==> config.mk <==
export PLATFORM = sky130hd
export DESIGN_NAME = generator_droop_agc_governor
export DESIGN_NICKNAME = d
export VERILOG_FILES = /design/src/hw/rtl/gdag_pkg.sv /design/src/hw/rtl/gdag_smul.sv /design/src/hw/rtl/generator_droop_agc_governor.sv
export VERILOG_INCLUDE_DIRS = /design/src /design/src/hw/rtl
export SDC_FILE = /design/constraint.sdc
export NUM_CORES = 2
export LEC_CHECK = 0
export ABC_CLOCK_PERIOD_IN_PS = 6600
export CORE_ASPECT_RATIO = 0.8
export CORE_MARGIN = 10
export CORE_UTILIZATION = 65
export DETAILED_ROUTE_END_ITERATION = 7
export DONT_BUFFER_PORTS = 1
export PLACE_DENSITY_LB_ADDON = 0.1
export SYNTH_ARGS = -nofsm -noshare
export SYNTH_HDL_FRONTEND = slang
export SYNTH_HIERARCHICAL = 1
export SYNTH_SLANG_ARGS = --single-unit
==> constraint.sdc <==
create_clock -name i_clk -period 6.6 [get_ports i_clk]
set_input_delay 1.32 -clock i_clk [delete_from_list [all_inputs] [get_ports i_clk]]
set_output_delay 1.32 -clock i_clk [all_outputs]
set_load 0.005 [all_outputs]
==> src/hw/rtl/assert_macros.svh <==
// shared assertion shorthands, clocked on i_clk and disabled while i_rst_n is low
`ifndef ASSERT_MACROS_SVH
`define ASSERT_MACROS_SVH

// condition that must hold on every clock edge
`define GDAG_ASSERT(lbl, cond, msg) \
    lbl: assert property (@(posedge i_clk) disable iff (!i_rst_n) (cond)) else $error(msg);

// same-cycle implication
`define GDAG_ASSERT_IMPL(lbl, ante, cons, msg) \
    lbl: assert property (@(posedge i_clk) disable iff (!i_rst_n) (ante) |-> (cons)) \
        else $error(msg);

// next-cycle implication
`define GDAG_ASSERT_NEXT(lbl, ante, cons, msg) \
    lbl: assert property (@(posedge i_clk) disable iff (!i_rst_n) (ante) |=> (cons)) \
        else $error(msg);

`endif

==> src/hw/rtl/gdag_pkg.sv <==
package gdag_pkg;

    localparam int NOMINAL_FREQ_MHZ     = 60000;
    localparam int DEFAULT_DEADBAND_MHZ = 25;

    // digit-serial multiplier geometry
    localparam int DIGIT_W   = 8;
    localparam int MCAND_W   = 32;
    localparam int MPLIER_W  = 64;
    localparam int SUM_W     = MCAND_W + DIGIT_W;
    localparam int PROD_W    = MCAND_W + MPLIER_W;
    localparam int CNT_W     = 4;

    // digit counts for the four passes
    localparam logic [CNT_W-1:0] NDIG_WORD  = CNT_W'(4);
    localparam logic [CNT_W-1:0] NDIG_AGC   = CNT_W'(6);
    localparam logic [CNT_W-1:0] NDIG_DWORD = CNT_W'(8);

    // configuration register indexes
    localparam logic [2:0] CFG_FREQ_DEADBAND  = 3'd0;
    localparam logic [2:0] CFG_DROOP_COEFF    = 3'd1;
    localparam logic [2:0] CFG_AGC_COEFF      = 3'd2;
    localparam logic [2:0] CFG_MIN_RAMP_STEP  = 3'd3;
    localparam logic [2:0] CFG_MAX_RAMP_STEP  = 3'd4;
    localparam logic [2:0] CFG_MIN_OUTPUT     = 3'd5;
    localparam logic [2:0] CFG_MAX_OUTPUT     = 3'd6;
    localparam logic [2:0] CFG_RATED_CAPACITY = 3'd7;

    // generator status codes
    localparam logic [2:0] STAT_OFF   = 3'd0;
    localparam logic [2:0] STAT_RISE  = 3'd1;
    localparam logic [2:0] STAT_FALL  = 3'd2;
    localparam logic [2:0] STAT_FLOOR = 3'd3;
    localparam logic [2:0] STAT_RUN   = 3'd4;
    localparam logic [2:0] STAT_CEIL  = 3'd5;
    localparam logic [2:0] STAT_OVER  = 3'd6;

    typedef struct packed {
        logic [16:0]        frequency_mhz;
        logic signed [31:0] area_control_error;
    } t_gdag_in;

    typedef struct packed {
        logic signed [31:0] power_output;
        logic [2:0]         gen_status;
    } t_gdag_out;

    typedef struct packed {
        logic             start;
        logic [CNT_W-1:0] ndig;
    } t_smul_ctl;

    typedef struct packed {
        logic busy;
        logic done;
    } t_smul_sts;

endpackage

==> src/hw/rtl/gdag_smul.sv <==
`include "assert_macros.svh"

module gdag_smul (
    input  logic                             i_clk,
    input  logic                             i_rst_n,
    input  gdag_pkg::t_smul_ctl              i_ctl,
    input  logic [gdag_pkg::MCAND_W-1:0]     i_mcand,
    input  logic [gdag_pkg::MPLIER_W-1:0]    i_mplier,
    output gdag_pkg::t_smul_sts              o_sts,
    output logic [gdag_pkg::PROD_W-1:0]      o_prod
);

    logic [gdag_pkg::MCAND_W-1:0]  r_a;
    logic [gdag_pkg::MPLIER_W-1:0] r_b;
    logic [gdag_pkg::MCAND_W-1:0]  r_acc;
    logic [gdag_pkg::MPLIER_W-1:0] r_lo;
    logic [gdag_pkg::CNT_W-1:0]    r_cnt;
    logic                          r_busy;
    logic                          r_done;

    logic [gdag_pkg::SUM_W-1:0]    w_pp;
    logic [gdag_pkg::SUM_W-1:0]    w_sum;

    // one multiplier digit per cycle while busy, low product bits shift out into r_lo
    assign w_pp  = gdag_pkg::SUM_W'(r_a) * gdag_pkg::SUM_W'(r_b[gdag_pkg::DIGIT_W-1:0]);
    assign w_sum = {{gdag_pkg::DIGIT_W{1'b0}}, r_acc} + w_pp;

    always_ff @(posedge i_clk) begin
        if (!i_rst_n) begin
            r_busy <= 1'b0;
            r_done <= 1'b0;
            r_cnt  <= '0;
        end else begin
            r_done <= 1'b0;
            if (i_ctl.start) begin
                r_busy <= 1'b1;
                r_cnt  <= i_ctl.ndig;
            end else if (r_busy) begin
                r_cnt <= r_cnt - 1'b1;
                if (r_cnt == gdag_pkg::CNT_W'(1)) begin
                    r_busy <= 1'b0;
                    r_done <= 1'b1;
                end
            end
        end
    end

    always_ff @(posedge i_clk) begin
        if (i_ctl.start) begin
            r_a   <= i_mcand;
            r_b   <= i_mplier;
            r_acc <= '0;
            r_lo  <= '0;
        end else if (r_busy) begin
            r_acc <= w_sum[gdag_pkg::SUM_W-1:gdag_pkg::DIGIT_W];
            r_lo  <= {w_sum[gdag_pkg::DIGIT_W-1:0], r_lo[gdag_pkg::MPLIER_W-1:gdag_pkg::DIGIT_W]};
            r_b   <= r_b >> gdag_pkg::DIGIT_W;
        end
    end

    assign o_sts.busy = r_busy;
    assign o_sts.done = r_done;
    assign o_prod     = {r_acc, r_lo};

    `GDAG_ASSERT_IMPL(a_start_when_free, i_ctl.start, !r_busy, "multiplier started while busy")
    `GDAG_ASSERT_IMPL(a_done_not_busy, r_done, !r_busy, "done raised while still stepping")
    `GDAG_ASSERT_IMPL(a_busy_count, r_busy, r_cnt != '0, "busy with empty digit count")

endmodule

==> src/hw/rtl/generator_droop_agc_governor.sv <==
// Generator governor: each input transaction is one control tick carrying the measured
// frequency (mHz) and the area control error (Q16.16 MW). The block adds a droop term when
// the frequency error leaves the deadband and an AGC term proportional to output times ACE,
// applies the ramp step limits, clamps to the output limits (holds the output if they are
// inverted) and returns the new output with its status. All products run through one shared
// 32x8 digit-serial multiplier in four passes (4, 8, 4 and 6 digit steps), followed by four
// short register stages for the sum, ramp limit, output add and classification. The result
// register is loaded in the classification stage once the previous result is not held and
// the next item is taken in the cycle after that; none is taken while one is in progress.
// Configuration writes are always taken and must only be made while no tick is in progress.
`include "assert_macros.svh"

module generator_droop_agc_governor (
    input  logic                  i_clk,
    input  logic                  i_rst_n,
    input  logic                  i_in_valid,
    output logic                  o_in_stall,
    input  gdag_pkg::t_gdag_in    i_in_data,
    output logic                  o_out_valid,
    input  logic                  i_out_stall,
    output gdag_pkg::t_gdag_out   o_out_data,
    input  logic                  i_cfg_valid,
    output logic                  o_cfg_ready,
    input  logic [2:0]            i_cfg_index,
    input  logic [31:0]           i_cfg_data
);

    typedef enum logic [5:0] {
        S_IDLE  = 6'b000001,
        S_MUL   = 6'b000010,
        S_SUM   = 6'b000100,
        S_RAMP  = 6'b001000,
        S_ADD   = 6'b010000,
        S_CLASS = 6'b100000
    } t_state;

    typedef enum logic [1:0] {
        OP_DROOP_A = 2'd0,
        OP_DROOP_B = 2'd1,
        OP_AGC_A   = 2'd2,
        OP_AGC_B   = 2'd3
    } t_mul_op;

    function automatic logic signed [31:0] f_term(input logic ovf, input logic [30:0] mag,
                                                 input logic neg);
        logic signed [31:0] v;
        if (ovf) begin
            v = neg ? 32'sh80000000 : 32'sh7fffffff;
        end else begin
            v = neg ? -$signed({1'b0, mag}) : $signed({1'b0, mag});
        end
        return v;
    endfunction

    function automatic logic signed [31:0] f_sat33(input logic [32:0] s);
        logic signed [31:0] v;
        if (s[32] != s[31]) begin
            v = s[32] ? 32'sh80000000 : 32'sh7fffffff;
        end else begin
            v = $signed(s[31:0]);
        end
        return v;
    endfunction

    // configuration
    logic [9:0]         r_deadband;
    logic [31:0]        r_droop_coeff;
    logic [31:0]        r_agc_coeff;
    logic [30:0]        r_min_step;
    logic [30:0]        r_max_step;
    logic signed [31:0] r_min_out;
    logic signed [31:0] r_max_out;
    logic [30:0]        r_rated;

    // state and working registers
    t_state             r_state;
    t_mul_op            r_op;
    logic signed [31:0] r_pwr;
    logic [16:0]        r_df_mag;
    logic               r_df_neg;
    logic               r_outside;
    logic [31:0]        r_ace_mag;
    logic               r_ace_neg;
    logic signed [31:0] r_droop;
    logic signed [31:0] r_agc;
    logic signed [31:0] r_dp;
    logic signed [31:0] r_pn;
    logic               r_out_valid;
    gdag_pkg::t_gdag_out r_out_data;

    logic signed [31:0] n_dp;
    logic signed [31:0] n_act;
    logic [2:0]         n_status;

    logic               w_in_acc;
    logic               w_load;
    logic [17:0]        w_df;
    logic [17:0]        w_df_abs;
    logic [9:0]         w_db;
    logic [31:0]        w_pwr_abs;
    logic [31:0]        w_dp_abs;
    logic [31:0]        w_min_step;
    logic [31:0]        w_max_step;
    logic signed [31:0] w_rated;
    logic               w_floor_bad;

    gdag_pkg::t_smul_ctl                w_ctl;
    gdag_pkg::t_smul_sts                w_sts;
    logic [gdag_pkg::MCAND_W-1:0]       w_mcand;
    logic [gdag_pkg::MPLIER_W-1:0]      w_mplier;
    logic [gdag_pkg::PROD_W-1:0]        w_prod;

    assign o_in_stall  = (r_state != S_IDLE);
    assign w_in_acc    = i_in_valid && !o_in_stall;
    assign o_cfg_ready = 1'b1;
    assign o_out_valid = r_out_valid;
    assign o_out_data  = r_out_data;

    assign w_df      = 18'(gdag_pkg::NOMINAL_FREQ_MHZ) - {1'b0, i_in_data.frequency_mhz};
    assign w_df_abs  = w_df[17] ? (18'd0 - w_df) : w_df;
    assign w_db      = (r_deadband == '0) ? 10'(gdag_pkg::DEFAULT_DEADBAND_MHZ) : r_deadband;
    assign w_pwr_abs = r_pwr[31] ? (32'd0 - r_pwr) : r_pwr;
    assign w_rated   = $signed({1'b0, r_rated});

    always_ff @(posedge i_clk) begin
        if (!i_rst_n) begin
            r_deadband    <= 10'(gdag_pkg::DEFAULT_DEADBAND_MHZ);
            r_droop_coeff <= '0;
            r_agc_coeff   <= '0;
            r_min_step    <= '0;
            r_max_step    <= '0;
            r_min_out     <= '0;
            r_max_out     <= '0;
            r_rated       <= '0;
        end else if (i_cfg_valid && o_cfg_ready) begin
            case (i_cfg_index)
                gdag_pkg::CFG_FREQ_DEADBAND:  r_deadband    <= i_cfg_data[9:0];
                gdag_pkg::CFG_DROOP_COEFF:    r_droop_coeff <= i_cfg_data;
                gdag_pkg::CFG_AGC_COEFF:      r_agc_coeff   <= i_cfg_data;
                gdag_pkg::CFG_MIN_RAMP_STEP:  r_min_step    <= i_cfg_data[30:0];
                gdag_pkg::CFG_MAX_RAMP_STEP:  r_max_step    <= i_cfg_data[30:0];
                gdag_pkg::CFG_MIN_OUTPUT:     r_min_out     <= $signed(i_cfg_data);
                gdag_pkg::CFG_MAX_OUTPUT:     r_max_out     <= $signed(i_cfg_data);
                gdag_pkg::CFG_RATED_CAPACITY: r_rated       <= i_cfg_data[30:0];
                default: ;
            endcase
        end
    end

    // multiplier passes: the first starts on accept, each later one on the prior done
    always_comb begin
        w_ctl.start = 1'b0;
        w_ctl.ndig  = gdag_pkg::NDIG_WORD;
        w_mcand     = r_droop_coeff;
        w_mplier    = {32'd0, w_pwr_abs};
        if (w_in_acc) begin
            w_ctl.start = 1'b1;
        end else if (r_state == S_MUL && w_sts.done) begin
            case (r_op)
                OP_DROOP_A: begin
                    // |P| * droop_coeff times |df|
                    w_ctl.start = 1'b1;
                    w_ctl.ndig  = gdag_pkg::NDIG_DWORD;
                    w_mcand     = {15'd0, r_df_mag};
                    w_mplier    = w_prod[95:32];
                end
                OP_DROOP_B: begin
                    w_ctl.start = 1'b1;
                    w_mcand     = r_ace_mag;
                end
                OP_AGC_A: begin
                    // floor(|P| * |ACE| / 2^16) times agc_coeff
                    w_ctl.start = 1'b1;
                    w_ctl.ndig  = gdag_pkg::NDIG_AGC;
                    w_mcand     = r_agc_coeff;
                    w_mplier    = {16'd0, w_prod[95:48]};
                end
                default: ;
            endcase
        end
    end

    gdag_smul u_smul (
        .i_clk    (i_clk),
        .i_rst_n  (i_rst_n),
        .i_ctl    (w_ctl),
        .i_mcand  (w_mcand),
        .i_mplier (w_mplier),
        .o_sts    (w_sts),
        .o_prod   (w_prod)
    );

    // ramp step limits
    assign w_dp_abs   = r_dp[31] ? (32'd0 - r_dp) : r_dp;
    assign w_min_step = {1'b0, r_min_step};
    assign w_max_step = {1'b0, r_max_step};

    always_comb begin
        n_dp = r_dp;
        if (w_min_step < w_max_step) begin
            if (r_dp != '0 && w_dp_abs < w_min_step) begin
                n_dp = r_dp[31] ? $signed(32'd0 - w_min_step) : $signed(w_min_step);
            end else if (w_dp_abs > w_max_step) begin
                n_dp = r_dp[31] ? $signed(32'd0 - w_max_step) : $signed(w_max_step);
            end
        end
    end

    // output clamp and status
    always_comb begin
        n_act    = r_pn;
        n_status = gdag_pkg::STAT_RUN;
        if (r_max_out < r_min_out) begin
            n_act    = r_pwr;
            n_status = gdag_pkg::STAT_OFF;
        end else begin
            if (r_min_out > 32'sd0 && r_pn < r_min_out) begin
                n_act    = r_min_out;
                n_status = gdag_pkg::STAT_FLOOR;
            end else if (r_max_out > r_min_out && r_pn > r_max_out) begin
                n_act    = r_max_out;
                n_status = gdag_pkg::STAT_CEIL;
            end else if (r_pn < r_min_out) begin
                if (r_pn > 32'sd0 && r_dp > 32'sd0) begin
                    n_status = gdag_pkg::STAT_RISE;
                end else if (r_pn > 32'sd0 && r_dp < 32'sd0) begin
                    n_status = gdag_pkg::STAT_FALL;
                end else begin
                    n_status = gdag_pkg::STAT_OFF;
                end
            end
            if (n_act > w_rated) begin
                n_status = gdag_pkg::STAT_OVER;
            end
        end
    end

    assign w_load = (r_state == S_CLASS) && (!r_out_valid || !i_out_stall);

    always_ff @(posedge i_clk) begin
        if (!i_rst_n) begin
            r_state     <= S_IDLE;
            r_op        <= OP_DROOP_A;
            r_pwr       <= '0;
            r_out_valid <= 1'b0;
        end else begin
            if (w_load) begin
                r_out_valid <= 1'b1;
            end else if (!i_out_stall) begin
                r_out_valid <= 1'b0;
            end
            case (r_state)
                S_IDLE: begin
                    if (w_in_acc) begin
                        r_state <= S_MUL;
                        r_op    <= OP_DROOP_A;
                    end
                end
                S_MUL: begin
                    if (w_sts.done) begin
                        case (r_op)
                            OP_DROOP_A: r_op <= OP_DROOP_B;
                            OP_DROOP_B: r_op <= OP_AGC_A;
                            OP_AGC_A:   r_op <= OP_AGC_B;
                            default:    r_state <= S_SUM;
                        endcase
                    end
                end
                S_SUM:   r_state <= S_RAMP;
                S_RAMP:  r_state <= S_ADD;
                S_ADD:   r_state <= S_CLASS;
                S_CLASS: begin
                    if (w_load) begin
                        r_pwr   <= n_act;
                        r_state <= S_IDLE;
                    end
                end
                default: r_state <= S_IDLE;
            endcase
        end
    end

    always_ff @(posedge i_clk) begin
        if (w_in_acc) begin
            r_df_mag  <= w_df_abs[16:0];
            r_df_neg  <= w_df[17];
            r_outside <= (w_df_abs[16:0] > {7'd0, w_db});
            r_ace_mag <= i_in_data.area_control_error[31]
                         ? (32'd0 - i_in_data.area_control_error)
                         : i_in_data.area_control_error;
            r_ace_neg <= i_in_data.area_control_error[31];
        end
        if (r_state == S_MUL && w_sts.done && r_op == OP_DROOP_B) begin
            // product bits 30 and up form the term, anything from bit 61 saturates
            r_droop <= r_outside ? f_term(|w_prod[95:61], w_prod[60:30], r_df_neg ^ r_pwr[31])
                                 : 32'sd0;
        end
        if (r_state == S_MUL && w_sts.done && r_op == OP_AGC_B) begin
            r_agc <= f_term(|w_prod[95:77], w_prod[76:46], r_ace_neg ^ r_pwr[31]);
        end
        if (r_state == S_SUM) begin
            r_dp <= f_sat33({r_droop[31], r_droop} + {r_agc[31], r_agc});
        end
        if (r_state == S_RAMP) begin
            r_dp <= n_dp;
        end
        if (r_state == S_ADD) begin
            r_pn <= f_sat33({r_pwr[31], r_pwr} + {r_dp[31], r_dp});
        end
        if (w_load) begin
            r_out_data.power_output <= n_act;
            r_out_data.gen_status   <= n_status;
        end
    end

    assign w_floor_bad = r_out_valid && (r_out_data.gen_status == gdag_pkg::STAT_FLOOR)
                         && (r_out_data.power_output <= 32'sd0);

    `GDAG_ASSERT_IMPL(a_done_in_mul, w_sts.done, r_state == S_MUL, "done outside pass sequence")
    `GDAG_ASSERT_NEXT(a_accept_to_mul, w_in_acc, r_state == S_MUL && w_sts.busy, "not started")
    `GDAG_ASSERT_IMPL(a_mul_quiet, r_state != S_MUL, !w_sts.busy, "busy outside passes")
    `GDAG_ASSERT(a_min_positive, !w_floor_bad, "minimum status with non-positive output")

endmodule

# Word level (Yosys, flattened, before mapping)
# Index checks and enable logic that the tools add are counted.
dict set report word_totals {
  regBits 685
  input_bits 89
  output_inout_bits 38
  word_cells 191
}
dict set report classes {
  n_addsub 13
  mul 1
  order_cmp 13
  eq_ne 28
  mux 62
  bitwise 4
  n_reduce_logical 38
}
# op n
set ops {}
lappend ops {{$mux W32} 25}
lappend ops {{$mux W64} 4}
lappend ops {{$pmux W64 S2} 1}
lappend ops {{$gt A32 B1 Y1 const B} 3}
lappend ops {{$gt A32 B32 Y1} 3}
lappend ops {{$pmux W32 S3} 1}
lappend ops {{$sub A1 B32 Y32 const A} 3}
lappend ops {{$add A32 B32 Y33} 2}
lappend ops {{$lt A32 B32 Y1} 2}
lappend ops {{$neg A31 Y32} 2}
lappend ops {{$sub A1 B31 Y32 const A} 2}
lappend ops {{$add A32 B40 Y40} 1}
lappend ops {{$mul A32 B8 Y40} 1}
lappend ops {{$pmux W6 S6} 1}
lappend ops {{$reduce_or A35 Y1} 1}
lappend ops {{$gt A32 B31 Y1} 1}
lappend ops {{$lt A32 B1 Y1 const B} 1}
lappend ops {{$lt A32 B31 Y1} 1}
lappend ops {{$reduce_bool A32 Y1} 1}
lappend ops {{$lt A31 B31 Y1} 1}
lappend ops {{$mux W31} 1}
lappend ops {{$mux W6} 4}
lappend ops {{$reduce_or A19 Y1} 1}
lappend ops {{$reduce_and A2 Y1} 9}
lappend ops {{other kinds (45)} 87}

# Depth between registers and ports, before layout
dict set report depth {
  word_depth 8
  mapped_depth 26
}

# Modules after synthesis
# Netlist, hierarchy kept.
# mod n_inst cells_each area_each_um2 seq_area_each_um2
set by_module_without_submodules {}
lappend by_module_without_submodules {generator_droop_agc_governor 1 4169 34822.1 11901.4}
lappend by_module_without_submodules {gdag_smul 1 1571 16154.2 4924.7}

# Worst setup path before layout
# Ideal clock, no wire load.
dict set report synth_timing {
  path_type {flip-flop to flip-flop}
  startpoint {register r_dp[14]}
  endpoint {register r_dp[0] (enable)}
  setup_ns 0.439
  arrival_time_ns 5.380
  required_ns 6.161
  path_slack_ns 0.781
  path_stages_with_launch 17
  n_path_buf 1
  synth_period_minus_slack_ns 5.819
  cell_sequence {edfxtp_1 or4_1 or2_2 or3_1 or2_1 inv_1 nand2_1 o41ai_1 xnor2_1 ha_1 a21o_1 a21oi_1 o21ai_0 a31oi_1 o31ai_1 clkbuf_1 a32oi_1}
}
dict set report synth_via {
  elab_chain_cells 6
  word_cells_on_any_way 8
  cone_classes {add/sub (1); order compare (2); eq/ne (1); mux (1); reduce/logical (3)}
}
# item line
set synth_lines {}
lappend synth_lines {{start, declared} generator_droop_agc_governor.sv:86} ;# logic signed [31:0] r_dp;
lappend synth_lines {{start signal, assigned} generator_droop_agc_governor.sv:302} ;# r_dp <= f_sat33({r_droop[31], r_droop} + {r_agc[31], r_agc});
lappend synth_lines {{start signal, assigned} generator_droop_agc_governor.sv:305} ;# r_dp <= n_dp;
lappend synth_lines {{$sub A1 B32 Y32} generator_droop_agc_governor.sv:194} ;# assign w_dp_abs = r_dp[31] ? (32'd0 - r_dp) : r_dp;
lappend synth_lines {{$mux W32} generator_droop_agc_governor.sv:194}
lappend synth_lines {{$lt A32 B31 Y1} generator_droop_agc_governor.sv:201} ;# if (r_dp != '0 && w_dp_abs < w_min_step) begin
lappend synth_lines {{$logic_and A1 B1 Y1} generator_droop_agc_governor.sv:201}
lappend synth_lines {{$ne A3 B3 Y1 (no line) (*)} -}
lappend synth_lines {{$reduce_and A3 Y1 (no line) (*)} -}
# Every way passes the cells marked *; elsewhere a longest branch is shown, timed or not.
# A chain may end at the register's enable or synchronous reset.

# Worst setup path after layout
dict set report layout_timing {
  startpoint {register r_min_out[21]}
  endpoint {register r_out_data (netlist bit o_out_data[0]) (data pin)}
}
dict set report layout_via {
  elab_chain_cells 7
  word_cells_on_any_way 14
  cone_classes {order compare (5); mux (6); reduce/logical (3)}
}
# item line
set layout_lines {}
lappend layout_lines {{start, declared} generator_droop_agc_governor.sv:71} ;# logic signed [31:0] r_min_out;
lappend layout_lines {{start signal, assigned} generator_droop_agc_governor.sv:142} ;# gdag_pkg::CFG_MIN_OUTPUT: r_min_out <= $signed(i_cfg_data);
lappend layout_lines {{$gt A32 B32 Y1} generator_droop_agc_governor.sv:220} ;# end else if (r_max_out > r_min_out && r_pn > r_max_out) begin
lappend layout_lines {{$logic_and A1 B1 Y1} generator_droop_agc_governor.sv:220}
lappend layout_lines {{$mux W32} generator_droop_agc_governor.sv:220}
lappend layout_lines {{$mux W32} generator_droop_agc_governor.sv:217} ;# if (r_min_out > 32'sd0 && r_pn < r_min_out) begin
lappend layout_lines {{$mux W32} generator_droop_agc_governor.sv:213} ;# if (r_max_out < r_min_out) begin
lappend layout_lines {{$gt A32 B32 Y1} generator_droop_agc_governor.sv:232} ;# if (n_act > w_rated) begin
lappend layout_lines {{$reduce_or A2 Y1 (no line)} -}
lappend layout_lines {{end, declared} generator_droop_agc_governor.sv:89} ;# gdag_pkg::t_gdag_out r_out_data;
# Parallel ways exist; a longest one is shown, timed or not. The select of a mux whose other input is x is not followed.

==> results.ini <==
[final_layout]
fillerInstances = 6023
syn_to_final_growth_pct = 6.344
final_common_cell = nand2_1
layout_common_cells = 818 x nand2_1, 489 x inv_1, 366 x ha_1, 343 x dfxtp_1, 311 x edfxtp_1
final_util_pct = 70.08
nNetsFinal = 6176
finalNonFillerCells = 6573
drive_gt1_share_pct = 5.271

[clocking]
cts_hold_buf = 0
cts_tree = yes
cts_max_level = 3
cts_resized = 0
cts.clk_slew.worst_paths_ps = 60
clk_latency_ps = 640
cts_buffers = 68
clock_sinks = 655
root_buffer = clkbuf_16
clock_path_buffers = 3
cts_setup_buffers = 0

[detailed_routing]
dr.pass1.iters = 8
routed_wl_mm = 168.0
drc = 0
dr.first_iter.drc_count = 6027
via_per_inst = 6.604
wl_per_cell_um = 25.56
ant_nets = 0
vias = 43405

[timing]
period_share_pct = 88.31
period_needed_ps = 5829
hold_viol_final = 0
skew_ps = 37.01
fin_tns_setup_ps = 0
tightest_slew_ps = 1275
maxSlewViolCount = 0
slew_headroom_pct = 14.97
setup_viol = 0
rsz0062_at_grt = false
max_freq_mhz = 171.6
hold_slack_ps = 462.7

[setup_path]
endpoint_kind = register
crit_fanout = 19
path_class = register to register
worst_setup_path_start_kind = register
required_ps = 7000
ff2ff_setup_slack_ps = 770
arrival_ps = 6230

[placement]
dp_cells = 6448
dpl.hpwl_mm = 125.5
io_buffers = 0
gp_congestion = 0.9975

[global_routing]
grtUsageTotal_pct = 37.29
grt_pass1_wl_mm = 252.8
overflow = 0
antenna_found_initial = 2
grt_max_degree = 247
first_global_vias = 40167

[pwr]
power_density_nw_per_um2 = 381.4
leakage_uw = 0.02097
vdd_drop_max_uv = 483.5

[synth]
synth_cells = 5645
syn_area_um2 = 49940
yosysWarningCount = 6
synth.avg_cell_area_um2 = 8.847
syn_nets = 6315

[run]
cap_violations = 0

[hold_path]
hold_path_class = register to register

[die]
initial_utilization_pct = 65.90
ios = 127
die_h_um = 267.9
dieArea_um2 = 88390
die_w_um = 329.9
rows = 90
core_area_um2 = 75790

[outcome]
status = finished, final reports clean

[power by group]
group	switching [uW]	internal, uW
Sequential	459	4650
Combinational	7000	4220
Clock	1720	2210
Total	9180	11100
[sequential cells by signal, summed over array words and instances, names as in the netlist, 2 cells and up]
signal         cells
u_smul/r_lo       34
r_min_out         32
r_max_out         32
r_agc             32
r_dp              32
u_smul/r_acc      32
r_rated           31
r_ace_mag         32
r_pn              32
r_max_step        31
r_op               2
o_out_data        35
u_smul/r_cnt       4
r_deadband        10
u_smul/r_a        32
r_state            6
r_min_step        31
u_smul/r_b        64
r_droop_coeff     32
r_pwr             32
r_droop           32
r_agc_coeff       32
r_df_mag          17
[worst max-delay path, stage by stage (launching register included)]
cell	delay (ps)
dfxtp_1	420
inv_1	130
ha_1	250
or3_1	350
a221oi_1	200
o21ai_0	170
a31oi_1	260
o21ai_0	160
or4_1	630
a21oi_4	260
buf_12	220
mux2i_1	420
a21oi_1	150
ha_1	360
nand4_1	120
nor4_1	370
buf_4	180
o21ai_0	80
a21oi_1	190
a311oi_1	80
a221oi_1	270
o21ai_0	120
and3_1	170
[cell type report]
type	instances	area [um^2]	share of cell area [%]
clock buffer	99	1973	3.715
timing repair buffer	80	650.6	1.225
tap	1012	1266	2.384
sequential	655	16230	30.55
antenna	2	5.005	0.009424
inverter	493	1851	3.484
multi-input combinational	4208	30900	58.18
clock inverter	24	236.5	0.4453
[metal layers]
metal	wire, um	global-route usage (%)	up-vias
met4	5065	10.49	2
met2	69020	53.15	2707
met5	12	0	-
li1	-	-	19483
met1	70990	55.30	20892
met3	22920	9.293	321
[metrics by stage]
stage               power, uW  cell area (um^2)  setup WS, ps
floorplan               13230             49940         781.1
global placement        15800             50890          1032
detailed placement      16000             50890         900.5
CTS                     19940             53100         894.7
global route            21560             53100         470.5
finish                  20260             53110         771.4
[worst paths after layout]
| kind | cells after the start | endpoint | startpoint |
|---|---|---|---|
| worst min register to register | 2 | r_droop_coeff[19] | r_droop_coeff[19] |
| worst min-delay path | 2 | r_droop_coeff[19] | r_droop_coeff[19] |
| worst max-delay path | 22 | o_out_data[0] | r_min_out[21] |
| worst max register to register | 22 | o_out_data[0] | r_min_out[21] |
Note: power is estimated with default switching activity, not from simulation.
